`src/rtl/bfv_pkg.sv`:
```
`default_nettype none

package bfv_pkg;

  localparam int HEADER_BYTES_DEF = 20;
  localparam int STORE_BYTES      = 20;
  localparam int STORE_IDX_W      = $clog2(STORE_BYTES);
  localparam int CRC_FIRST_GAP    = 16;

  // wide enough that the saturated count lies above the largest total length
  localparam int COUNT_W = 27;

  localparam int CFG_IDX_W  = 2;
  localparam int CFG_DATA_W = 24;

  localparam logic [31:0] CRC_POLY = 32'hedb8_8320;
  localparam logic [31:0] CRC_ONES = 32'hffff_ffff;

  localparam logic [7:0] MAGIC_0 = 8'h4d;
  localparam logic [7:0] MAGIC_1 = 8'h35;
  localparam logic [7:0] MAGIC_2 = 8'h46;
  localparam logic [7:0] MAGIC_3 = 8'h42;

  localparam logic [15:0] FORMAT_VERSION_RST = 16'd1;
  localparam logic [23:0] MAX_TEL_RST        = 24'd16384;
  localparam logic [23:0] MAX_FB_RST         = 24'd16384;

  typedef enum logic [3:0] {
    ST_OK         = 4'd0,
    ST_HDR_SHORT  = 4'd1,
    ST_MAGIC      = 4'd2,
    ST_VERSION    = 4'd3,
    ST_HDR_LEN    = 4'd4,
    ST_TEL_RANGE  = 4'd5,
    ST_FB_RANGE   = 4'd6,
    ST_BODY_SHORT = 4'd7,
    ST_TRAILING   = 4'd8,
    ST_CRC        = 4'd9
  } status_t;

  typedef enum logic [CFG_IDX_W-1:0] {
    CFG_FORMAT_VERSION = 2'd0,
    CFG_MAX_TEL        = 2'd1,
    CFG_MAX_FB         = 2'd2
  } cfg_idx_t;

  typedef struct packed {
    status_t     status;
    logic [23:0] telemetry_length;
    logic [23:0] feedback_length;
    logic [24:0] feedback_offset;
    logic [25:0] total_length;
    logic [31:0] frame_crc;
  } result_t;

  // reflected crc-32, one byte, bit by bit
  function automatic logic [31:0] crc_byte(input logic [31:0] crc_in, input logic [7:0] b);
    logic [31:0] c;
    c = crc_in ^ {24'd0, b};
    for (int i = 0; i < 8; i++) begin
      c = c[0] ? ((c >> 1) ^ CRC_POLY) : (c >> 1);
    end
    return c;
  endfunction

endpackage

`default_nettype wire

```
`src/rtl/bfv_in_if.sv`:
```
`default_nettype none

interface bfv_in_if;
  logic       valid;
  logic       ready;
  logic [7:0] data_byte;
  logic       last_byte;

  modport source (output valid, output data_byte, output last_byte, input ready);
  modport sink (input valid, input data_byte, input last_byte, output ready);
endinterface

`default_nettype wire

```
`src/rtl/bfv_out_if.sv`:
```
`default_nettype none

interface bfv_out_if;
  logic        valid;
  logic        ready;
  logic [3:0]  status;
  logic [23:0] telemetry_length;
  logic [23:0] feedback_length;
  logic [24:0] feedback_offset;
  logic [25:0] total_length;
  logic [31:0] frame_crc;

  modport source (
    output valid, output status, output telemetry_length, output feedback_length,
    output feedback_offset, output total_length, output frame_crc, input ready
  );
  modport sink (
    input valid, input status, input telemetry_length, input feedback_length,
    input feedback_offset, input total_length, input frame_crc, output ready
  );
endinterface

`default_nettype wire

```
`src/rtl/bfv_cfg_if.sv`:
```
`default_nettype none

interface bfv_cfg_if;
  logic                           valid;
  logic                           ready;
  logic [bfv_pkg::CFG_IDX_W-1:0]  index;
  logic [bfv_pkg::CFG_DATA_W-1:0] data;

  modport source (output valid, output index, output data, input ready);
  modport sink (input valid, input index, input data, output ready);
endinterface

`default_nettype wire

```
`src/rtl/bundle_frame_validator_top.sv`:
```
// result path: a last byte that is taken passes through the byte register and then
//   the result register before its result is shown
// throughput: one byte per cycle; a waiting result only holds back a following
//   last byte, which sits in the byte register until the result is taken
// reset: synchronous, active low; clears the byte count, the crc, the valid flags
//   and returns the registers to their defaults; the header bytes are not cleared
`default_nettype none

module bundle_frame_validator_top #(
  parameter int HEADER_BYTES = bfv_pkg::HEADER_BYTES_DEF
) (
  input  logic         clk,
  input  logic         rst_n,
  bfv_in_if.sink       in_ch,
  bfv_out_if.source    out_ch,
  bfv_cfg_if.sink      cfg_ch
);

  localparam int                         CW       = bfv_pkg::COUNT_W;
  localparam logic [CW-1:0]              HDR_CNT  = CW'(HEADER_BYTES);
  localparam logic [15:0]                HDR_LEN  = 16'(HEADER_BYTES);
  localparam logic [CW-1:0]              GAP_CNT  = CW'(bfv_pkg::CRC_FIRST_GAP);
  localparam logic [CW-1:0]              STORE_CNT = CW'(bfv_pkg::STORE_BYTES);

  logic [15:0] fmt_ver_r;
  logic [23:0] max_tel_r;
  logic [23:0] max_fb_r;

  logic        s1_valid_r;
  logic        s1_last_r;
  logic [7:0]  s1_byte_r;

  logic [CW-1:0] count_r;
  logic [31:0]   crc_r;
  logic [7:0]    hdr_r [bfv_pkg::STORE_BYTES];

  bfv_pkg::result_t out_r;
  logic             out_valid_r;

  logic             out_free;
  logic             s1_adv;
  logic             in_acc;
  logic [CW-1:0]    count_nxt;
  logic [31:0]      crc_nxt;
  logic [7:0]       hdr_view [bfv_pkg::STORE_BYTES];
  logic [15:0]      ver;
  logic [15:0]      hlen;
  logic [31:0]      tel;
  logic [31:0]      fb;
  logic [31:0]      stored_crc;
  logic [CW-1:0]    total;
  logic [24:0]      offset;
  bfv_pkg::result_t res_nxt;

  // configuration registers
  assign cfg_ch.ready = 1'b1;

  always_ff @(posedge clk) begin
    if (!rst_n) begin
      fmt_ver_r <= bfv_pkg::FORMAT_VERSION_RST;
      max_tel_r <= bfv_pkg::MAX_TEL_RST;
      max_fb_r  <= bfv_pkg::MAX_FB_RST;
    end else if (cfg_ch.valid) begin
      unique case (bfv_pkg::cfg_idx_t'(cfg_ch.index))
        bfv_pkg::CFG_FORMAT_VERSION: fmt_ver_r <= cfg_ch.data[15:0];
        bfv_pkg::CFG_MAX_TEL:        max_tel_r <= cfg_ch.data;
        bfv_pkg::CFG_MAX_FB:         max_fb_r  <= cfg_ch.data;
        default: ;
      endcase
    end
  end

  // handshake
  assign out_free     = !out_valid_r || out_ch.ready;
  assign s1_adv       = s1_valid_r && (!s1_last_r || out_free);
  assign in_ch.ready  = !s1_valid_r || s1_adv;
  assign in_acc       = in_ch.valid && in_ch.ready;

  // per byte update
  assign count_nxt = (count_r == '1) ? count_r : count_r + CW'(1);
  assign crc_nxt   = ((count_r < GAP_CNT) || (count_r >= HDR_CNT)) ?
                     bfv_pkg::crc_byte(crc_r, s1_byte_r) : crc_r;

  // header as it stands once the current byte is stored
  always_comb begin
    for (int i = 0; i < bfv_pkg::STORE_BYTES; i++) begin
      hdr_view[i] = (count_r == CW'(i)) ? s1_byte_r : hdr_r[i];
    end
  end

  assign ver        = {hdr_view[5], hdr_view[4]};
  assign hlen       = {hdr_view[7], hdr_view[6]};
  assign tel        = {hdr_view[11], hdr_view[10], hdr_view[9], hdr_view[8]};
  assign fb         = {hdr_view[15], hdr_view[14], hdr_view[13], hdr_view[12]};
  assign stored_crc = {hdr_view[19], hdr_view[18], hdr_view[17], hdr_view[16]};
  assign offset     = 25'(HEADER_BYTES) + 25'(tel[23:0]);
  assign total      = HDR_CNT + CW'(tel[23:0]) + CW'(fb[23:0]);

  always_comb begin
    res_nxt = '0;
    if (count_nxt < HDR_CNT) begin
      res_nxt.status = bfv_pkg::ST_HDR_SHORT;
    end else if (hdr_view[0] != bfv_pkg::MAGIC_0 || hdr_view[1] != bfv_pkg::MAGIC_1 ||
                 hdr_view[2] != bfv_pkg::MAGIC_2 || hdr_view[3] != bfv_pkg::MAGIC_3) begin
      res_nxt.status = bfv_pkg::ST_MAGIC;
    end else if (ver != fmt_ver_r) begin
      res_nxt.status = bfv_pkg::ST_VERSION;
    end else if (hlen != HDR_LEN) begin
      res_nxt.status = bfv_pkg::ST_HDR_LEN;
    end else if (tel == 32'd0 || tel > {8'd0, max_tel_r}) begin
      res_nxt.status = bfv_pkg::ST_TEL_RANGE;
    end else if (fb == 32'd0 || fb > {8'd0, max_fb_r}) begin
      res_nxt.status = bfv_pkg::ST_FB_RANGE;
    end else if (count_nxt < total) begin
      res_nxt.status = bfv_pkg::ST_BODY_SHORT;
    end else if (count_nxt > total) begin
      res_nxt.status = bfv_pkg::ST_TRAILING;
    end else if ((crc_nxt ^ bfv_pkg::CRC_ONES) != stored_crc) begin
      res_nxt.status = bfv_pkg::ST_CRC;
    end else begin
      res_nxt.status           = bfv_pkg::ST_OK;
      res_nxt.telemetry_length = tel[23:0];
      res_nxt.feedback_length  = fb[23:0];
      res_nxt.feedback_offset  = offset;
      res_nxt.total_length     = total[25:0];
      res_nxt.frame_crc        = stored_crc;
    end
  end

  // control state
  always_ff @(posedge clk) begin
    if (!rst_n) begin
      s1_valid_r  <= 1'b0;
      count_r     <= '0;
      crc_r       <= bfv_pkg::CRC_ONES;
      out_valid_r <= 1'b0;
    end else begin
      if (in_ch.ready) begin
        s1_valid_r <= in_ch.valid;
      end
      if (s1_adv) begin
        if (s1_last_r) begin
          count_r <= '0;
          crc_r   <= bfv_pkg::CRC_ONES;
        end else begin
          count_r <= count_nxt;
          crc_r   <= crc_nxt;
        end
      end
      if (s1_adv && s1_last_r) begin
        out_valid_r <= 1'b1;
      end else if (out_ch.ready) begin
        out_valid_r <= 1'b0;
      end
    end
  end

  // payload
  always_ff @(posedge clk) begin
    if (in_acc) begin
      s1_byte_r <= in_ch.data_byte;
      s1_last_r <= in_ch.last_byte;
    end
    if (s1_adv && s1_last_r) begin
      out_r <= res_nxt;
    end
  end

  always_ff @(posedge clk) begin
    if (s1_adv && (count_r < STORE_CNT)) begin
      hdr_r[count_r[bfv_pkg::STORE_IDX_W-1:0]] <= s1_byte_r;
    end
  end

  assign out_ch.valid            = out_valid_r;
  assign out_ch.status           = out_r.status;
  assign out_ch.telemetry_length = out_r.telemetry_length;
  assign out_ch.feedback_length  = out_r.feedback_length;
  assign out_ch.feedback_offset  = out_r.feedback_offset;
  assign out_ch.total_length     = out_r.total_length;
  assign out_ch.frame_crc        = out_r.frame_crc;

endmodule

`default_nettype wire

```
`src/flat_wrapper.sv`:
```
// flat-port wrapper written by rule: the top's interface ports become plain ports
module bundle_frame_validator_top_flat 
#(
  parameter int HEADER_BYTES = bfv_pkg::HEADER_BYTES_DEF
)
  (clk, rst_n, in_ch_valid, in_ch_data_byte, in_ch_last_byte, in_ch_ready, out_ch_valid, out_ch_status, out_ch_telemetry_length, out_ch_feedback_length, out_ch_feedback_offset, out_ch_total_length, out_ch_frame_crc, out_ch_ready, cfg_ch_valid, cfg_ch_index, cfg_ch_data, cfg_ch_ready);
  bfv_in_if in_ch_i ();
  bfv_out_if out_ch_i ();
  bfv_cfg_if cfg_ch_i ();
  input  logic clk;
  input  logic rst_n;
  input wire logic [$bits(in_ch_i.valid)-1:0] in_ch_valid;
  input wire logic [$bits(in_ch_i.data_byte)-1:0] in_ch_data_byte;
  input wire logic [$bits(in_ch_i.last_byte)-1:0] in_ch_last_byte;
  output wire logic [$bits(in_ch_i.ready)-1:0] in_ch_ready;
  output wire logic [$bits(out_ch_i.valid)-1:0] out_ch_valid;
  output wire logic [$bits(out_ch_i.status)-1:0] out_ch_status;
  output wire logic [$bits(out_ch_i.telemetry_length)-1:0] out_ch_telemetry_length;
  output wire logic [$bits(out_ch_i.feedback_length)-1:0] out_ch_feedback_length;
  output wire logic [$bits(out_ch_i.feedback_offset)-1:0] out_ch_feedback_offset;
  output wire logic [$bits(out_ch_i.total_length)-1:0] out_ch_total_length;
  output wire logic [$bits(out_ch_i.frame_crc)-1:0] out_ch_frame_crc;
  input wire logic [$bits(out_ch_i.ready)-1:0] out_ch_ready;
  input wire logic [$bits(cfg_ch_i.valid)-1:0] cfg_ch_valid;
  input wire logic [$bits(cfg_ch_i.index)-1:0] cfg_ch_index;
  input wire logic [$bits(cfg_ch_i.data)-1:0] cfg_ch_data;
  output wire logic [$bits(cfg_ch_i.ready)-1:0] cfg_ch_ready;
  assign in_ch_i.valid = in_ch_valid;
  assign in_ch_i.data_byte = in_ch_data_byte;
  assign in_ch_i.last_byte = in_ch_last_byte;
  assign in_ch_ready = in_ch_i.ready;
  assign out_ch_valid = out_ch_i.valid;
  assign out_ch_status = out_ch_i.status;
  assign out_ch_telemetry_length = out_ch_i.telemetry_length;
  assign out_ch_feedback_length = out_ch_i.feedback_length;
  assign out_ch_feedback_offset = out_ch_i.feedback_offset;
  assign out_ch_total_length = out_ch_i.total_length;
  assign out_ch_frame_crc = out_ch_i.frame_crc;
  assign out_ch_i.ready = out_ch_ready;
  assign cfg_ch_i.valid = cfg_ch_valid;
  assign cfg_ch_i.index = cfg_ch_index;
  assign cfg_ch_i.data = cfg_ch_data;
  assign cfg_ch_ready = cfg_ch_i.ready;
  bundle_frame_validator_top #(.HEADER_BYTES(HEADER_BYTES)) u_core (.clk(clk), .rst_n(rst_n), .in_ch(in_ch_i), .out_ch(out_ch_i), .cfg_ch(cfg_ch_i));
endmodule
```
`config.mk`:
```
export PLATFORM = sky130hd
export DESIGN_NAME = bundle_frame_validator_top_flat
export DESIGN_NICKNAME = d
export VERILOG_FILES = /design/src/rtl/bfv_pkg.sv /design/src/rtl/bfv_in_if.sv /design/src/rtl/bfv_out_if.sv /design/src/rtl/bfv_cfg_if.sv /design/src/rtl/bundle_frame_validator_top.sv /design/src/flat_wrapper.sv
export SDC_FILE = /design/constraint.sdc
export NUM_CORES = 1
export LEC_CHECK = 0
export BUFFER_PORTS_ARGS = -buffer_cell sky130_fd_sc_hd__buf_4
export CAP_MARGIN = 10
export CORE_UTILIZATION = 50
export DETAILED_ROUTE_END_ITERATION = 6
export PLACE_DENSITY = 0.73
export SETUP_SLACK_MARGIN = 0.02
export SYNTH_ARGS = -nofsm -noshare
export SYNTH_HDL_FRONTEND = slang
export SYNTH_SLANG_ARGS = --single-unit
```
`constraint.sdc`:
```
create_clock -name clk -period 10.95 [get_ports clk]
set_input_delay 1.6425 -clock clk [delete_from_list [all_inputs] [get_ports clk]]
set_output_delay 1.6425 -clock clk [all_outputs]
set_load 0.02 [all_outputs]
```
==> impl_metrics.tcl, run 1 <==
set metrics [dict create \
    status "finished clean" \
    detailedRoute.firstIterationViolations 2076 \
    timing_worst_setup_path_type "flip-flop to flip-flop" \
    switching_share_pct 24.86 \
    drtAntennaViolNets 0 \
    grt_antenna_before_repair 1 \
    worstSetupStartpoint "u_core.count_r[4]" \
    post-synth-top-area-cell "edfxtp_1" \
    unrepaired_setup_endpoints_after_global_routing "false" \
    crit_path_max_incr_delay_ns 0.98 \
    post_cts_resized 0 \
    worstSetupStartpointType "flip-flop" \
    synthFlopType "edfxtp_1" \
    power_frac_comb_pct 11.8 \
    buffer_ports.inserted 176 \
    proportion_of_layout_cells_with_a_drive_suffix_above_1_pct 14.20 \
    final_layout_fill_cell_count 3816 \
    initial_core_util_pct 50.91 \
    holdCritPathClass "flip-flop to flip-flop" \
    p_leak_nw 10.39 \
    peakVddDrop_v 0.0001397 \
    cts_setup_buffers 0 \
    timing.reg2reg.setup_slack_ns 0.70 \
    max_slew.worst_pin.slew_ns 1.160 \
    gpl.final_weighted_congestion 0.9941 \
    maxSlewViolCount 0 \
    worstPathArrival_ns 10.69 \
    share_seq_of_total_power_pct 45.5 \
    drv.max_cap_violation_count 0 \
    area_growth_pct 14.76 \
    clkSinkCount 427 \
    crit_path_end_kind "flip-flop" \
    cts_tree "built" \
    groute.usage.overall_pct 29.32 \
    synthDominantCellAreaShare_pct 39.08 \
    post_synth_inst_count 2245 \
    clock-root-buffer "clkbuf_16" \
    dieHeight_um 217.4 \
    timing.hold.ws_ns 0.4667 \
    wirelength_mm 70.11 \
    ys_types 81 \
    clockBufferDepth 3 \
    grt_pass1_wl_mm 104.4 \
    timing.critical_path.slowest_stage_cell "or4_4" \
    fp.dieArea_um2 47270 \
    chipWidth_um 217.4 \
    insertion_delay_ns 0.60 \
    crit-reg2reg-launch "u_core.count_r[4]" \
    worstPathBufferInverterCount 4 \
    synth.cell_area_um2 23200 \
    worst_slew_margin_rel_pct 20.67 \
    diodes_inserted 0 \
    clk_pin_slew_ns 0.06 \
    synth_top_cells_by_area "edfxtp_1 (39%), dfxtp_1 (11%), ha_1 (5.6%), xnor2_1 (4.7%), nand2_1 (3.7%)" \
    detailedRoute.firstPassIterationCount 7 \
    vias 18090 \
    synth_seq_cells 427 \
    switching_power_uw 972.1 \
    crit_path_max_fanout 92 \
    internal_power_mw 2.938 \
    most_frequent_cells_in_the_layout "edfxtp_1 (302), nand2_1 (228), nor2_1 (215)" \
    ys_warn_count 0 \
    cts.htree.levels 2 \
    setup_total_negative_slack_ns 0 \
    final_common_cell "edfxtp_1" \
    routed_via_density 5.986 \
    row_count 78 \
    layout.nets 2531 \
    globalRouteOverflowTotal 0 \
    top_level_ports 178 \
    mappedNetlistNets 2390 \
    power.density_cell_area_nw_per_um2 146.8 \
    post-route-util_pct 58.43 \
    synthArstFlopShare_pct 0 \
    first_global_vias 17100 \
    cts-hold-fix-buffers 0 \
    report.final.setup_viol 0 \
    worstHoldStart "u_core.max_fb_r[22]" \
    cts_inserted_buffers 46 \
    drc_errors 0 \
    maximum_number_of_pins_on_one_net_before_global_route_repair 94 \
    drt-wirelength-per-cell_um 23.20 \
    synth-edff-count 302 \
    synth-seq-area-share_pct 49.87 \
    wp_data_required_ns 11.38 \
    fmax_mhz 97.53 \
    half_perimeter_wire_length_after_detailed_placement_mm 51.47 \
    floorplan.core_area_um2 45580 \
    hold_viol_final 0 \
    clock_power_share_pct 42.7 \
    skew_ns 0.02890 \
    critical-path-top-cell-by-count "o21ai_0" \
    finalCriticalPeriod_ns 10.25 \
    cpLargestDelayFamily "simple AND/OR/NAND/NOR gates" \
    finalCritPeriodShare_pct 93.63 \
    postSynthAreaPerCell_um2 10.34 \
]
## cells in the mapped netlist, types with 5 or more instances
| cell type | number |
|---|---|
| a22oi_1 | 16 |
| mux2i_1 | 77 |
| nand3_1 | 50 |
| or3_1 | 17 |
| a21boi_0 | 71 |
| o2111ai_1 | 5 |
| buf_2 | 7 |
| nor4_1 | 35 |
| or2_2 | 10 |
| a31oi_1 | 14 |
| o211ai_1 | 33 |
| a21oi_1 | 65 |
| buf_6 | 12 |
| o221ai_1 | 5 |
| and3_1 | 16 |
| a211o_1 | 8 |
| o21a_1 | 13 |
| o22ai_1 | 9 |
| nand4_1 | 44 |
| or4_1 | 8 |
| edfxtp_1 | 302 |
| o21ai_0 | 63 |
| ha_1 | 104 |
| nand2b_1 | 15 |
| xnor2_1 | 125 |
| xor2_1 | 63 |
| inv_1 | 121 |
| dfxtp_1 | 125 |
| a21o_1 | 34 |
| and2_1 | 6 |
| a211oi_1 | 13 |
| nor2_1 | 215 |
| a2111oi_0 | 7 |
| nor3b_1 | 9 |
| nor2b_1 | 59 |
| clkbuf_1 | 91 |
| nor4b_1 | 9 |
| nor3_1 | 36 |
| nand2_1 | 228 |
| nand3b_1 | 5 |
| mux2_2 | 25 |
## sequential cells by signal, indices dropped and copies added, names as in the netlist, 25 cells and up
| name | count |
|---|---|
| u_core.out_ch.frame_crc | 32 |
| u_core.out_ch.total_length | 26 |
| u_core.count_r | 27 |
| u_core.crc_r | 32 |
| u_core.out_ch.feedback_offset | 25 |
| u_core.hdr_r | 160 |
## cell type report
class                      count  area (um^2)  area share, %
timing repair buffer         211         1584          5.948
clock inverter                31        415.4          1.560
clock buffer                  53         1209          4.539
tap                          600        750.7          2.819
multi-input combinational   1578        10640          39.96
sequential                   427        11570          43.45
inverter                     122        457.9          1.720
## kinds of logic after synthesis
kind of cell               count (synthesis)  share of synthesized area, %
muxes                                    103                         4.600
DFF                                      427                         49.87
other                                      1                       0.01616
buffers and inverters                    240                         4.373
adders and majority gates                105                         5.694
xor gates and xnor gates                 190                         7.296
and+or+nand+nor                          790                         16.72
AOI/OAI and AO/OA                        389                         11.43
## metal layers
layer	part of all wire (%)	global-route usage, %	vias to the layer above
li1	-	-	8331
met1	43	41.28	8795
met2	45	45.52	825
met3	8.7	5.286	138
met4	3.2	9.742	0
met5	0	0	-
## path summary, 6_finish.rpt
path / endpoint / cells past startpoint
max reg2reg: u_core.out_ch.feedback_length[21] / 32
min: u_core.max_fb_r[22] / 2
max: u_core.out_ch.feedback_length[21] / 32
min reg2reg: u_core.max_fb_r[22] / 2
## power groups by stage
stage	clock network, mW	registers [mW]	logic [mW]
after CTS	1.69	1.78	0.454
after floorplan	0	1.81	0.314
after global routing	1.75	1.78	0.493
after global placement	0	1.81	0.444
after detailed placement	0	1.81	0.449
final	1.67	1.78	0.461
## metrics by stage
step	area [um^2]	power, mW	setup slack, ns	cells
after CTS	26630	3.916	0.8208	3022
after global placement	25010	2.255	1.232	2938
final	26630	3.911	0.6973	3022
after global routing	26630	4.026	0.08552	3022
after detailed placement	25010	2.261	0.8747	2938
after floorplan	23200	2.124	3.102	2245
## worst min-delay path, stage by stage, from the launching register on
cell      delay, ns
dfxtp_1        0.31
nand2_1        0.05
a21boi_0       0.06
(Power assumes the default switching activity.)
==> run 2: changes to the inputs <==
--- a/config.mk
+++ b/config.mk
@@ -9,7 +9,8 @@
 export CAP_MARGIN = 10
 export CORE_UTILIZATION = 50
 export DETAILED_ROUTE_END_ITERATION = 6
-export PLACE_DENSITY = 0.73
+export HOLD_SLACK_MARGIN = 0.03
+export PLACE_DENSITY = 0.74
 export SETUP_SLACK_MARGIN = 0.02
 export SYNTH_ARGS = -nofsm -noshare
 export SYNTH_HDL_FRONTEND = slang
==> run 2 against run 1 <==
Effect of this change:
- clock skew down 0.0010 ns
- maximum frequency up 1.3%
- critical path depth unchanged
- worst setup slack better by 0.13 ns
- clock-buffer cell count up 7
==> impl_metrics.tcl, run 2 (same netlist as run 1, synthesis figures left out) <==
set metrics [dict create \
    drc_errors 0 \
    switching_power_uw 946.9 \
    timing_worst_setup_path_type "flip-flop to flip-flop" \
    cts.htree.levels 2 \
    groute.usage.overall_pct 28.99 \
    grt_antenna_before_repair 0 \
    share_seq_of_total_power_pct 47.2 \
    dpl_cell_area_um2 24990 \
    layout.nets 2529 \
    clkSinkCount 427 \
    seq_area_um2 11570 \
    top_level_ports 178 \
    maximum_number_of_pins_on_one_net_before_global_route_repair 98 \
    fmax_mhz 98.82 \
    finalCriticalPeriod_ns 10.12 \
    final_common_cell "edfxtp_1" \
    status "finished clean" \
    cts_inserted_buffers 45 \
    post_cts_resized 0 \
    multi_input_comb_area_um2 10640 \
    area_growth_pct 14.08 \
    grt_pass1_wl_mm 103.8 \
    cts-hold-fix-buffers 0 \
    clock-root-buffer "clkbuf_16" \
    p_leak_nw 10.32 \
    holdCritPathClass "flip-flop to flip-flop" \
    proportion_of_layout_cells_with_a_drive_suffix_above_1_pct 13.88 \
    timing.critical_path.slowest_stage_cell "or4_4" \
    fp.dieArea_um2 47270 \
    maxSlewViolCount 0 \
    drtAntennaViolNets 0 \
    clockBufferDepth 3 \
    finalCritPeriodShare_pct 92.41 \
    peakVddDrop_v 0.0001096 \
    dieHeight_um 217.4 \
    chipWidth_um 217.4 \
    max_reg_flops 160 \
    worstSetupStartpointType "flip-flop" \
    wp_data_required_ns 11.36 \
    initial_core_util_pct 50.91 \
    crit_path_end_kind "flip-flop" \
    floorplan.core_area_um2 45580 \
    insertion_delay_ns 0.59 \
    setup_total_negative_slack_ns 0 \
    final_layout_fill_cell_count 3799 \
    drv.max_cap_violation_count 0 \
    gpl.final_weighted_congestion 0.9681 \
    critical-path-top-cell-by-count "o21ai_0" \
    report.final.setup_viol 0 \
    clk_pin_slew_ns 0.06 \
    worstPathArrival_ns 10.53 \
    skew_ns 0.02786 \
    cts_setup_buffers 0 \
    internal_power_mw 2.818 \
    first_global_vias 17270 \
    detailedRoute.firstPassIterationCount 7 \
    crit_path_max_fanout 97 \
    switching_share_pct 25.15 \
    detailedRoute.firstIterationViolations 1922 \
    half_perimeter_wire_length_after_detailed_placement_mm 49.99 \
    max_slew.worst_pin.slew_ns 1.141 \
    wirelength_mm 68.82 \
    vias 18080 \
    power_frac_comb_pct 12.0 \
    finalInstanceArea_um2 26470 \
    worst_slew_margin_rel_pct 22.88 \
    hold_viol_final 0 \
    globalRouteOverflowTotal 0 \
    buffer_ports.inserted 176 \
    cts_tree "built" \
    clock_power_share_pct 40.8 \
    crit_path_max_incr_delay_ns 0.75 \
    power.density_cell_area_nw_per_um2 142.2 \
    row_count 78 \
    timing.hold.ws_ns 0.4667 \
    routed_via_density 5.985 \
    drt-wirelength-per-cell_um 22.78 \
    most_frequent_cells_in_the_layout "edfxtp_1 (302), nand2_1 (228), nor2_1 (215)" \
    unrepaired_setup_endpoints_after_global_routing "false" \
]
run 2: metal layers:
metal | vias to the layer above | GRT usage (%) | share of wire (%)
li1 | 8319 | - | -
met5 | - | 0 | 0
met2 | 862 | 45.28 | 45
met3 | 145 | 4.881 | 8.6
met4 | 0 | 10.02 | 3.2
met1 | 8754 | 40.66 | 43
run 2: final timing paths:
check	from	to	slack, ns	cells after the start
worst min register to register	u_core.max_fb_r[2]	u_core.max_fb_r[2]	0.47	2
worst min-delay path	u_core.max_fb_r[2]	u_core.max_fb_r[2]	0.47	2
worst max-delay path	u_core.count_r[4]	u_core.out_ch.feedback_length[13]	0.83	32
worst max register to register	u_core.count_r[4]	u_core.out_ch.feedback_length[13]	0.83	32
run 2: final cells by class:
type                            instances  share of cell area (%)
Timing Repair Buffer                  210                   5.946
Antenna cell                            1                0.009453
Clock buffer                           60                   4.660
Clock inverter                         23                  0.9264
Sequential cell                       427                   43.71
Tap cell                              600                   2.836
Multi-Input combinational cell       1578                   40.18
Inverter                              122                   1.730
run 2: power by group through the flow:
stage	logic (mW)	clock network, mW	registers (mW)
after floorplan	0.314	0	1.81
after global placement	0.439	0	1.81
after detailed placement	0.443	0	1.81
after CTS	0.446	1.55	1.77
after global routing	0.486	1.61	1.78
final	0.452	1.54	1.78
run 2: critical path: cells and delay by family, from the launching register on:
family | cells | cell delay [ns]
buf+inv | 4 | 0.79
simple gates | 9 | 3.93
fa+ha+maj | 3 | 0.89
xor+xnor | 1 | 0.24
compound gates | 14 | 3.00
flops | 1 | 0.49
mux | 1 | 0.51
run 2: through the flow:
stage / std cells / total power, mW / setup slack, ns / utilization [%]
global route: 3020 / 3.878 / 0.1729 / 58.08
CTS: 3019 / 3.771 / 0.9851 / 58.07
detailed placement: 2936 / 2.253 / 1.067 / 54.82
finish: 3021 / 3.765 / 0.8306 / 58.08
global placement: 2936 / 2.247 / 1.376 / 54.82
floorplan: 2245 / 2.124 / 3.102 / -
